==> src/hdl/lge_pkg.sv <==
// Shared types and constants for the toroidal life grid engine.
`default_nettype none

package lge_pkg;

   // Default grid edge length in cells
   localparam int GRID_SIZE_DEF = 32;

   // Item field widths
   localparam int CMD_W      = 2;
   localparam int ROW_W      = 5;
   localparam int COL_W      = 5;
   localparam int ROW_BITS_W = 32;
   localparam int REQ_DATA_W = 16;
   localparam int RSP_DATA_W = 40;

   // Neighbor counts of the life rule
   localparam logic [3:0] KEEP_COUNT  = 4'd2;
   localparam logic [3:0] BIRTH_COUNT = 4'd3;

   // Command codes
   typedef enum logic [CMD_W-1:0] {
      CMD_STEP   = 2'd0,
      CMD_TOGGLE = 2'd1,
      CMD_CLEAR  = 2'd2,
      CMD_READ   = 2'd3
   } cmd_type;

   // Controller states
   typedef enum logic [3:0] {
      ST_IDLE,
      ST_STEP_A,
      ST_STEP_B,
      ST_STEP_C,
      ST_RUN,
      ST_LAST,
      ST_RD,
      ST_MOD,
      ST_REPLY
   } state_type;

endpackage

`default_nettype wire

==> src/hdl/life_grid_engine.sv <==
// Top level of the toroidal life grid engine: controller, grid memory, result register.
`default_nettype none

// The grid of GRID_SIZE x GRID_SIZE cells lives in one synchronous memory, one row per
// entry, with a valid flag per row so reset and the clear command empty the grid at once.
// Every command gives one result item holding the addressed row (columns 0..31) and the
// addressed cell as they stand after the command. Toggle, clear and read pass through a
// read, a modify and a reply state. For a step the single read port first sweeps the rows
// one per cycle through a three-row window, writing each new row behind the sweep, then
// the addressed row is read back. One item is worked on at a time; a finished result
// waits in the output register while the next item is taken in.
module life_grid_engine
   import lge_pkg::*;
#(
   parameter int GRID_SIZE = GRID_SIZE_DEF
) (
   input  wire                   clock,
   input  wire                   reset,
   // request channel
   input  wire                   req_tvalid,
   output logic                  req_tready,
   input  wire  [REQ_DATA_W-1:0] req_tdata,   // command[1:0], row[6:2], col[11:7]
   // result channel
   output logic                  rsp_tvalid,
   input  wire                   rsp_tready,
   output logic [RSP_DATA_W-1:0] rsp_tdata    // row_bits[31:0], cell_alive[32]
);

   localparam int AW = (GRID_SIZE > 1) ? $clog2(GRID_SIZE) : 1;
   localparam logic [6:0] GS_EXT = 7'(GRID_SIZE);
   localparam logic [AW-1:0] LAST_ROW = AW'(GRID_SIZE - 1);

   // Controller state and latched command
   state_type          state_ff, state_in;
   cmd_type            cmd_ff;
   logic [ROW_W-1:0]   row_ff;
   logic [COL_W-1:0]   col_ff;
   logic [AW-1:0]      rd_ff, rd_in;

   // Grid memory and row valid flags
   logic [GRID_SIZE-1:0] grid_mem [GRID_SIZE];
   logic [GRID_SIZE-1:0] rdq_ff;
   logic                 rvld_ff;
   logic [GRID_SIZE-1:0] vld_ff;
   logic [AW-1:0]        rd_addr, wr_addr;
   logic                 mem_we;
   logic [GRID_SIZE-1:0] wr_data;
   logic [GRID_SIZE-1:0] rd_data;

   // Row window for the generation sweep
   logic [GRID_SIZE-1:0] prev_ff, cur_ff, first_ff;
   logic [GRID_SIZE-1:0] dn_row, nxt_row;

   // Result staging
   logic [ROW_BITS_W-1:0] res_bits_ff, res_bits_in;
   logic                  res_cell_ff, res_cell_in;
   logic                  rsp_valid_ff;
   logic [RSP_DATA_W-1:0] rsp_data_ff;

   // Strobes from the controller
   logic req_accept, clr_all, ld_prev, ld_head, ld_win, ld_res, ld_rsp;

   // Address decode of the latched item
   logic                 row_ok, col_ok;
   logic [AW-1:0]        row_a, col_a;
   logic [GRID_SIZE-1:0] tog_mask, new_row;
   logic [63:0]          row64;

   assign row_ok = {2'b00, row_ff} < GS_EXT;
   assign col_ok = {2'b00, col_ff} < GS_EXT;
   assign row_a  = row_ok ? AW'({2'b00, row_ff}) : '0;
   assign col_a  = col_ok ? AW'({2'b00, col_ff}) : '0;

   // Rows never written since reset or clear read as dead
   assign rd_data = rvld_ff ? rdq_ff : '0;

   // Bottom neighbor: next row from memory, or saved old row 0 at the wrap
   assign dn_row = (state_ff == ST_LAST) ? first_ff : rd_data;

   lge_row_rule #(
      .GRID_SIZE (GRID_SIZE)
   ) u_rule (
      .up_row  (prev_ff),
      .mid_row (cur_ff),
      .dn_row  (dn_row),
      .nxt_row (nxt_row)
   );

   // Apply a toggle to the addressed row and form the result fields
   always_comb begin
      tog_mask        = '0;
      tog_mask[col_a] = 1'b1;
      if ((cmd_ff == CMD_TOGGLE) && row_ok && col_ok) begin
         new_row = rd_data ^ tog_mask;
      end else begin
         new_row = rd_data;
      end
      row64       = row_ok ? 64'(new_row) : 64'd0;
      res_bits_in = row64[ROW_BITS_W-1:0];
      res_cell_in = row_ok && col_ok && row64[{1'b0, col_ff}];
   end

   // Next state and strobes
   always_comb begin
      state_in   = state_ff;
      rd_in      = rd_ff;
      req_tready = 1'b0;
      rd_addr    = '0;
      wr_addr    = '0;
      wr_data    = nxt_row;
      mem_we     = 1'b0;
      clr_all    = 1'b0;
      ld_prev    = 1'b0;
      ld_head    = 1'b0;
      ld_win     = 1'b0;
      ld_res     = 1'b0;
      ld_rsp     = 1'b0;
      case (state_ff)
         ST_IDLE: begin
            req_tready = !reset;
            if (req_tvalid && !reset) begin
               case (cmd_type'(req_tdata[CMD_W-1:0]))
                  CMD_STEP:  state_in = ST_STEP_A;
                  CMD_CLEAR: begin
                     clr_all  = 1'b1;
                     state_in = ST_RD;
                  end
                  default:   state_in = ST_RD;
               endcase
            end
         end
         ST_STEP_A: begin
            rd_addr  = LAST_ROW;
            state_in = ST_STEP_B;
         end
         ST_STEP_B: begin
            rd_addr  = '0;
            ld_prev  = 1'b1;
            state_in = ST_STEP_C;
         end
         ST_STEP_C: begin
            rd_addr  = AW'(1);
            ld_head  = 1'b1;
            rd_in    = AW'(1);
            state_in = ST_RUN;
         end
         ST_RUN: begin
            // row rd_ff arrives; write new row rd_ff-1, fetch rd_ff+1
            rd_addr = (rd_ff == LAST_ROW) ? '0 : rd_ff + AW'(1);
            wr_addr = rd_ff - AW'(1);
            mem_we  = 1'b1;
            ld_win  = 1'b1;
            rd_in   = rd_ff + AW'(1);
            if (rd_ff == LAST_ROW) begin
               state_in = ST_LAST;
            end
         end
         ST_LAST: begin
            wr_addr  = LAST_ROW;
            mem_we   = 1'b1;
            state_in = ST_RD;
         end
         ST_RD: begin
            rd_addr  = row_a;
            state_in = ST_MOD;
         end
         ST_MOD: begin
            wr_addr  = row_a;
            wr_data  = new_row;
            mem_we   = (cmd_ff == CMD_TOGGLE) && row_ok && col_ok;
            ld_res   = 1'b1;
            state_in = ST_REPLY;
         end
         ST_REPLY: begin
            if (!rsp_valid_ff || rsp_tready) begin
               ld_rsp   = 1'b1;
               state_in = ST_IDLE;
            end
         end
         default: state_in = ST_IDLE;
      endcase
   end

   assign req_accept = req_tvalid && req_tready;

   // Hold controller state
   always_ff @(posedge clock) begin
      if (reset) begin
         state_ff <= ST_IDLE;
      end else begin
         state_ff <= state_in;
      end
   end

   // Latch the command and sweep position
   always_ff @(posedge clock) begin
      rd_ff <= rd_in;
      if (req_accept) begin
         cmd_ff <= cmd_type'(req_tdata[CMD_W-1:0]);
         row_ff <= req_tdata[CMD_W +: ROW_W];
         col_ff <= req_tdata[CMD_W+ROW_W +: COL_W];
      end
   end

   // Grid memory: one write port, one registered read port
   always_ff @(posedge clock) begin
      if (mem_we) begin
         grid_mem[wr_addr] <= wr_data;
      end
      rdq_ff <= grid_mem[rd_addr];
   end

   // Row valid flags: drop all on reset or clear, set on write
   always_ff @(posedge clock) begin
      if (reset || clr_all) begin
         vld_ff <= '0;
      end else if (mem_we) begin
         vld_ff[wr_addr] <= 1'b1;
      end
      rvld_ff <= vld_ff[rd_addr];
   end

   // Advance the three-row window
   always_ff @(posedge clock) begin
      if (ld_prev) begin
         prev_ff <= rd_data;
      end
      if (ld_head) begin
         cur_ff   <= rd_data;
         first_ff <= rd_data;
      end
      if (ld_win) begin
         prev_ff <= cur_ff;
         cur_ff  <= rd_data;
      end
   end

   // Stage the result
   always_ff @(posedge clock) begin
      if (ld_res) begin
         res_bits_ff <= res_bits_in;
         res_cell_ff <= res_cell_in;
      end
   end

   // Output register
   always_ff @(posedge clock) begin
      if (reset) begin
         rsp_valid_ff <= 1'b0;
      end else if (ld_rsp) begin
         rsp_valid_ff <= 1'b1;
      end else if (rsp_tready) begin
         rsp_valid_ff <= 1'b0;
      end
      if (ld_rsp) begin
         rsp_data_ff <= {{(RSP_DATA_W - ROW_BITS_W - 1){1'b0}}, res_cell_ff, res_bits_ff};
      end
   end

   assign rsp_tvalid = rsp_valid_ff;
   assign rsp_tdata  = rsp_data_ff;

   // The sweep never writes the row it is fetching
   assert property (@(posedge clock) disable iff (reset)
      (state_ff == ST_RUN) |-> (wr_addr != rd_addr))
      else $error("sweep write collides with sweep read");

   // A clear leaves every row invalid
   assert property (@(posedge clock) disable iff (reset)
      (req_accept && (req_tdata[CMD_W-1:0] == CMD_CLEAR)) |=> (vld_ff == '0))
      else $error("clear left a valid row");

   // Memory writes happen only in the sweep or the toggle update
   assert property (@(posedge clock) disable iff (reset)
      mem_we |-> ((state_ff == ST_RUN) || (state_ff == ST_LAST) || (state_ff == ST_MOD)))
      else $error("grid write outside a writing state");

   // A result appears only when the controller hands one over
   assert property (@(posedge clock) disable iff (reset)
      $rose(rsp_valid_ff) |-> $past(state_ff == ST_REPLY))
      else $error("result raised outside reply");

   // An accepted item always leaves the idle state
   assert property (@(posedge clock) disable iff (reset)
      req_accept |=> (state_ff != ST_IDLE))
      else $error("accepted item not started");

endmodule

`default_nettype wire

==> src/hdl/lge_row_rule.sv <==
// Next-generation logic for one grid row from its three-row window.
`default_nettype none

module lge_row_rule
   import lge_pkg::*;
#(
   parameter int GRID_SIZE = GRID_SIZE_DEF
) (
   input  wire  [GRID_SIZE-1:0] up_row,
   input  wire  [GRID_SIZE-1:0] mid_row,
   input  wire  [GRID_SIZE-1:0] dn_row,
   output logic [GRID_SIZE-1:0] nxt_row
);

   // Count wrapped neighbors and apply the survive/birth rule per column
   for (genvar c = 0; c < GRID_SIZE; c++) begin : g_col
      localparam int LC = (c == 0) ? GRID_SIZE - 1 : c - 1;
      localparam int RC = (c == GRID_SIZE - 1) ? 0 : c + 1;
      logic [3:0] cnt;

      assign cnt = 4'(up_row[LC]) + 4'(up_row[c]) + 4'(up_row[RC])
                 + 4'(mid_row[LC]) + 4'(mid_row[RC])
                 + 4'(dn_row[LC]) + 4'(dn_row[c]) + 4'(dn_row[RC]);

      assign nxt_row[c] = (cnt == BIRTH_COUNT) || (mid_row[c] && (cnt == KEEP_COUNT));
   end

endmodule

`default_nettype wire
==> config.mk <==
export PLATFORM = sky130hd
export DESIGN_NAME = life_grid_engine
export DESIGN_NICKNAME = d
export VERILOG_FILES = /design/src/hdl/lge_pkg.sv /design/src/hdl/life_grid_engine.sv /design/src/hdl/lge_row_rule.sv
export SDC_FILE = /design/constraint.sdc
export NUM_CORES = 2
export LEC_CHECK = 0
export BUFFER_PORTS_ARGS = -buffer_cell sky130_fd_sc_hd__clkbuf_2
export CAP_MARGIN = 20
export CORE_UTILIZATION = 48
export CTS_CLUSTER_SIZE = 12
export DETAILED_ROUTE_END_ITERATION = 8
export GPL_TIMING_DRIVEN = 0
export HOLD_SLACK_MARGIN = 0.06
export RECOVER_POWER = 25
export REMOVE_ABC_BUFFERS = 1
export SETUP_SLACK_MARGIN = 0.1
export SYNTH_ARGS = -nofsm -noshare
export SYNTH_HDL_FRONTEND = slang
export SYNTH_SLANG_ARGS = --single-unit
==> constraint.sdc <==
create_clock -name clock -period 12.5 [get_ports clock]
set_input_delay 0.625 -clock clock [delete_from_list [all_inputs] [get_ports clock]]
set_output_delay 0.625 -clock clock [all_outputs]
set_load 0.005 [all_outputs]
Word-level counts from Yosys, hierarchy flattened
Memory sizes are Yosys's and may differ from the RTL's. A register that Yosys moved wholly into a read port is not among the register bits. Index checks and enable logic that the tools add are counted.

Memories: 1. Bits of input ports: 20. Output and inout port bits: 42. Memory bits (writable): 1024. Register bits after elaboration: 217. Logic and storage cells: 447.

Memory list: grid_mem (depth 32, bits a word 32, read ports 1, clocked after Yosys merged registers in 1, wr ports 1, line life_grid_engine.sv:41) `logic [GRID_SIZE-1:0] grid_mem [GRID_SIZE];`.

Reductions and logical operators: 80. Add/sub/neg operators: 226. Equal/unequal tests: 78. Bitwise gates (word level): 2. $lt $le $gt $ge: 6. Mux-type cells: 40.

Operators with widths (number): $add A4 B1 Y4 (192); $eq A4 B2 Y1 const B (66); $mux W32 (8); $add A1 B1 Y2 (32); $logic_and A1 B1 Y1 (36); $pmux W4 S9 (1); $logic_or A1 B1 Y1 (34); $or A32 B32 Y32 (1); $xor A32 B32 Y32 (1); $pmux W5 S4 (1); $lt A5 B6 Y1 const B (3); $mux W1 (18); $eq A4 B3 Y1 const B (4); $pmux W5 S3 (1); $mux W4 (3); $bmux W1 S5 (2); $demux W1 S5 (2); $ge A5 B1 Y1 const B (2); $pmux W5 S2 (1); $reduce_bool A2 Y1 (4); $lt A5 B7 Y1 const B (1); $ne A2 B2 Y1 const B (3); $add A5 B1 Y5 const B (1); $eq A5 B5 Y1 const B (1); 13 further kinds (14).

Longest topological paths before layout
Depth after elaboration: 11. Depth in mapped cells: 18. Mapped depth without buffers: 13.

Hierarchy
From an unflattened synthesis, not the netlist that was laid out.

Cells, all modules: 4076. Area, all modules: 55929.9 um^2.

Modules (own cells, without submodules): life_grid_engine (times used 1, seq. area each 37526.0 um^2, area an instance 50515.9 um^2, cells an instance 3476); lge_row_rule (times used 1, seq. area each 0.0 um^2, area an instance 5413.9 um^2, cells an instance 600).

Worst setup path before layout
Ideal clock, no wire load.

Kind: register -> register. From: register state_ff[2]. To: memory grid_mem[0][30] (netlist bit), data pin. Buffers on the path: 6. Path slack: 6328 ps. Library setup time: 564 ps. Clock period less this slack: 6172 ps. Cell stages (with the launch flop): 18. Data required time: 11936 ps. Data arrival time: 5608 ps. Cells stage by stage: dfxtp_1 -> buf_2 -> and4bb_1 -> buf_4 -> buf_4 -> buf_4 -> buf_2 -> buf_2 -> nor2_1 -> a21oi_1 -> fa_1 -> xor2_1 -> ha_1 -> nor2_1 -> fa_1 -> nor4b_1 -> a21oi_1 -> o41ai_1.

Longest elaborated chain between the ends: 9.

RTL lines: start: declaration (line life_grid_engine.sv:34) `state_type state_ff, state_in;`; start signal: assignment (line life_grid_engine.sv:191) `state_ff <= state_in;`; $eq A4 B3 Y1 (line life_grid_engine.sv:78) `assign dn_row = (state_ff == ST_LAST) ? first_ff : rd_data;`; $mux W32 (line life_grid_engine.sv:78); $add A4 B1 Y4 (3 in a row) (line lge_row_rule.sv:23) `+ 4'(dn_row[LC]) + 4'(dn_row[c]) + 4'(dn_row[RC]);`; $eq A4 B2 Y1 (line lge_row_rule.sv:25) `assign nxt_row[c] = (cnt == BIRTH_COUNT) || (mid_row[c] && (cnt == KEEP_COUNT));`; $logic_and A1 B1 Y1 (line lge_row_rule.sv:25); $logic_or A1 B1 Y1 (line lge_row_rule.sv:25); $mux W32 (*) (line life_grid_engine.sv:118) `case (state_ff)`; via wr_data[30] (line life_grid_engine.sv:47) `logic [GRID_SIZE-1:0] wr_data;`; end: declaration (line life_grid_engine.sv:41).

Mark *: on every way through the listed nets, which the timed path passes. The rest lies on a longest branch.

Worst setup path after layout
From: register state_ff[2]. To: memory grid_mem[15][3] (netlist bit), data pin.

Same word-level chain as after synthesis.

==> results by group <==
Critical path
  • WS Path Type: flop to flop
  • CP required: 12.98 ns
  • CP delay by family, top: buffers and inverters
  • Slowest Stage Delay on Critical Path: 2.54 ns
  • CP Capture Type: flop
  • Arr. time, crit path: 7.68 ns
  • Crit path top cell by count: buf_4
  • Crit path buf inv count: 5
  • Max FO, Critical Path: 59
  • Slowest CP cell: clkbuf_1
  • CP Launch Type: flop
  • CP Cell Sequence: nor2b_1, nand3_1, clkinvlp_2, clkbuf_1, o41ai_2, buf_6, buf_4, buf_4

Synthesis
  • Synth Warn #: 0
  • Distinct cells, synth: 73
  • Synth async-reset ratio: 0%
  • Post-Syn Instances: 4396
  • Primary FF master, synth: edfxtp_1
  • Fraction of the mapped netlist area in adder cells: 5.42%
  • Compound-gate portion of the synthesized area: 9.33%
  • Combinational family with the most area after synthesis: simple AND/OR/NAND/NOR gates
  • Post-synthesis mux area share: 2.44%
  • Avg Inst Size Synth: 13.0 µm²
  • Number of flops mapped to enable cells by yosys: 1203
  • Simple-gate share of the synthesized area: 10.7%
  • Post-Synth XOR/XNOR Area: 2.40%
  • #FFs+latches synth: 1273
  • Cell Area, Synth: 57000 µm²
  • Seq/Total Area, Yosys: 65.8%

Route
  • DR WL/cell: 27.0 µm
  • Antenna-violating nets left: 0
  • Via/cell ratio: 6.09
  • Iter 0 DRT Violations: 4145
  • Routed WL: 167 mm
  • Via count: 37625
  • Detailed Routing Iterations Pass 1: 5
  • Drt drc: 0

Status
  • Failing checks: max-capacitance violations, max-slew violations
  • Outcome: complete, but fails checks

Clock tree
  • H-tree depth: 4
  • TritonCTS clock tree: yes
  • CTS clk-pin slew, worst paths: 0.06 ns
  • Root Driver: clkbuf_16
  • Num CTS Buffers: 134
  • Sink Count: 1273
  • Max clock buf depth: 3
  • Worst skew pair latency: 0.74 ns
  • Post-CTS sizing: 0

Place
  • Area after DPL: 62200 µm²
  • Detailed placement HPWL: 111 mm
  • RePlAce Congestion: 0.837
  • IO Port Bufs: 50
  • Placed Cells incl. Taps: 5926

Timing
  • Relative slew slack: -134%
  • Hold WS: 0.140 ns
  • Final Hold Viols: 0
  • Period utilisation layout: 57.5%
  • Max-slew violation count: 383
  • RSZ-0062 raised after global routing: no
  • Min cycle time layout: 7.19 ns
  • Slew @ Worst Pin: 3.52 ns
  • Fmax: 0.139 GHz
  • Maximum clock skew at final layout: 0.0200 ns
  • Endpoints failing setup: 0

Floorplanning
  • Die Y-Extent: 347 µm
  • Std cell rows: 126
  • CORE AREA: 118000 µm²
  • I/O pin cnt: 62
  • Die area: 120000 µm²
  • Initial Util: 48.4%
  • Die width: 347 µm

Global routing
  • GRT overflow: 0
  • First-pass GRT wire length: 243 mm
  • Pin count of the biggest net entering global routing: 128
  • Initial antenna violation count: 5
  • Number of global-route vias before repair: 35889
  • Total track usage: 27.5%

Layout
  • Fin cells: 6180
  • Most frequent cells in the layout: 1203 x edfxtp_1, 661 x nand2_1, 265 x inv_1
  • # fillers: 9413
  • Most common cell after layout, fill and taps aside: edfxtp_1
  • Layout cell share with drive strength beyond 1: 10.3%
  • Area of the multi-input gates: 17700 µm²
  • Final Cell Area: 66100 µm²
  • Util after Layout: 56.1%
  • Final nets: 4762
  • Register Area: 37500 µm²
  • Area grow syn2layout: 15.9%

Min path
  • Min-delay worst type: primary input to flop

Job
  • Maxcap violations: 20
[stage by stage]
stage	setup slack, ns	setup TNS, ns
finish	5.31	0
global route	4.89	0
CTS	6.53	0
detailed placement	6.57	0
global placement	-14.78	-452.73
floorplan	1.21	0
[registers in the layout (all words and copies together) (netlist names), 32 cells and up]
register,flops
vld_ff,32
rsp_tdata,33
grid_mem,1024
rdq_ff,32
first_ff,32
prev_ff,32
cur_ff,32
res_bits_ff,32
[per-layer routing]
layer / GRT usage [%] / up-vias / share of wire, %
met1: 38.1 / 18975 / 41
met2: 44.2 / 1695 / 47
met5: 0 / - / 0.0072
met4: 8.81 / 2 / 3.2
li1: - / 16629 / -
met3: 4.49 / 324 / 8.6
[area by class of cell]
| cell class | count | share of cell area, % |
|---|---|---|
| inverters | 267 | 1.52 |
| well taps | 1536 | 2.91 |
| diodes | 1 | 0.00379 |
| clock buffers | 203 | 5.81 |
| multi-input cells | 2584 | 26.8 |
| clock inverters | 33 | 0.498 |
| repair buffers | 283 | 5.71 |
| flip-flops and latches | 1273 | 56.8 |
[kinds of logic after synthesis]
group | count (synthesis)
AO/OA/AOI/OAI | 763
XOR/XNOR | 136
adder cells (fa/ha/maj) | 208
buffers and inverters | 545
flip-flops | 1273
multiplexers | 130
other | 1
AND/OR/NAND/NOR | 1340
[worst reg2reg max path, stage by stage (launching register included)]
cell and delay [ns]:
dfxtp_1 0.71, nor2b_1 0.58, nand3_1 0.43, clkinvlp_2 1.16, clkbuf_1 2.56, o41ai_2 0.76, buf_6 0.36, buf_4 0.19
buf_4 0.19
[cells in the mapped netlist (9+ instances only)]
cell type | n | share of area [%]
edfxtp_1 | 1203 | 63
nand2_1 | 661 | 4.4
inv_1 | 265 | 1.7
nand3_1 | 262 | 2.3
clkbuf_1 | 178 | 1.2
o21ai_0 | 166 | 1.5
ha_1 | 131 | 2.9
and3_1 | 129 | 1.4
a31oi_1 | 125 | 1.4
nor2_1 | 124 | 0.82
a211oi_1 | 114 | 1.5
mux2i_1 | 107 | 1.9
xnor2_1 | 101 | 1.6
buf_2 | 72 | 0.63
dfxtp_1 | 70 | 2.5
fa_1 | 68 | 2.4
nand4_1 | 53 | 0.58
a21oi_1 | 52 | 0.46
a32oi_1 | 48 | 0.74
o21a_1 | 35 | 0.46
nor3_1 | 30 | 0.26
a22oi_1 | 26 | 0.34
a221oi_1 | 25 | 0.38
o41ai_1 | 25 | 0.38
a2111oi_0 | 24 | 0.37
xor2_1 | 22 | 0.34
a311oi_1 | 21 | 0.32
nor2b_1 | 21 | 0.23
buf_4 | 19 | 0.25
a21boi_0 | 17 | 0.22
and2_1 | 17 | 0.19
o211ai_1 | 17 | 0.22
a32o_1 | 16 | 0.28
xnor3_1 | 13 | 0.51
or3_1 | 12 | 0.13
mux2i_2 | 11 | 0.27
a2111o_1 | 10 | 0.20
a22o_1 | 10 | 0.15
a31o_2 | 9 | 0.14
maj3_1 | 9 | 0.16
mux2_2 | 9 | 0.18
[timing repair]
action                    4_1_cts  5_1_grt
hold buffers                    7        0
setup buffers                   0        0
hold endpoints to repair        7        0
[worst paths after layout]
path | start | end | slack [ns] | depth (start not counted)
max | state_ff[2] | grid_mem[15][3] | 5.31 | 8
min reg2reg | res_bits_ff[25] | rsp_tdata[25] | 0.42 | 0
max reg2reg | state_ff[2] | grid_mem[15][3] | 5.31 | 8
min | req_tdata[10] | col_a[3] | 0.14 | 1
Power is not shown: default switching activity piles up to over one toggle a cycle in this logic, so the estimate is an artifact.
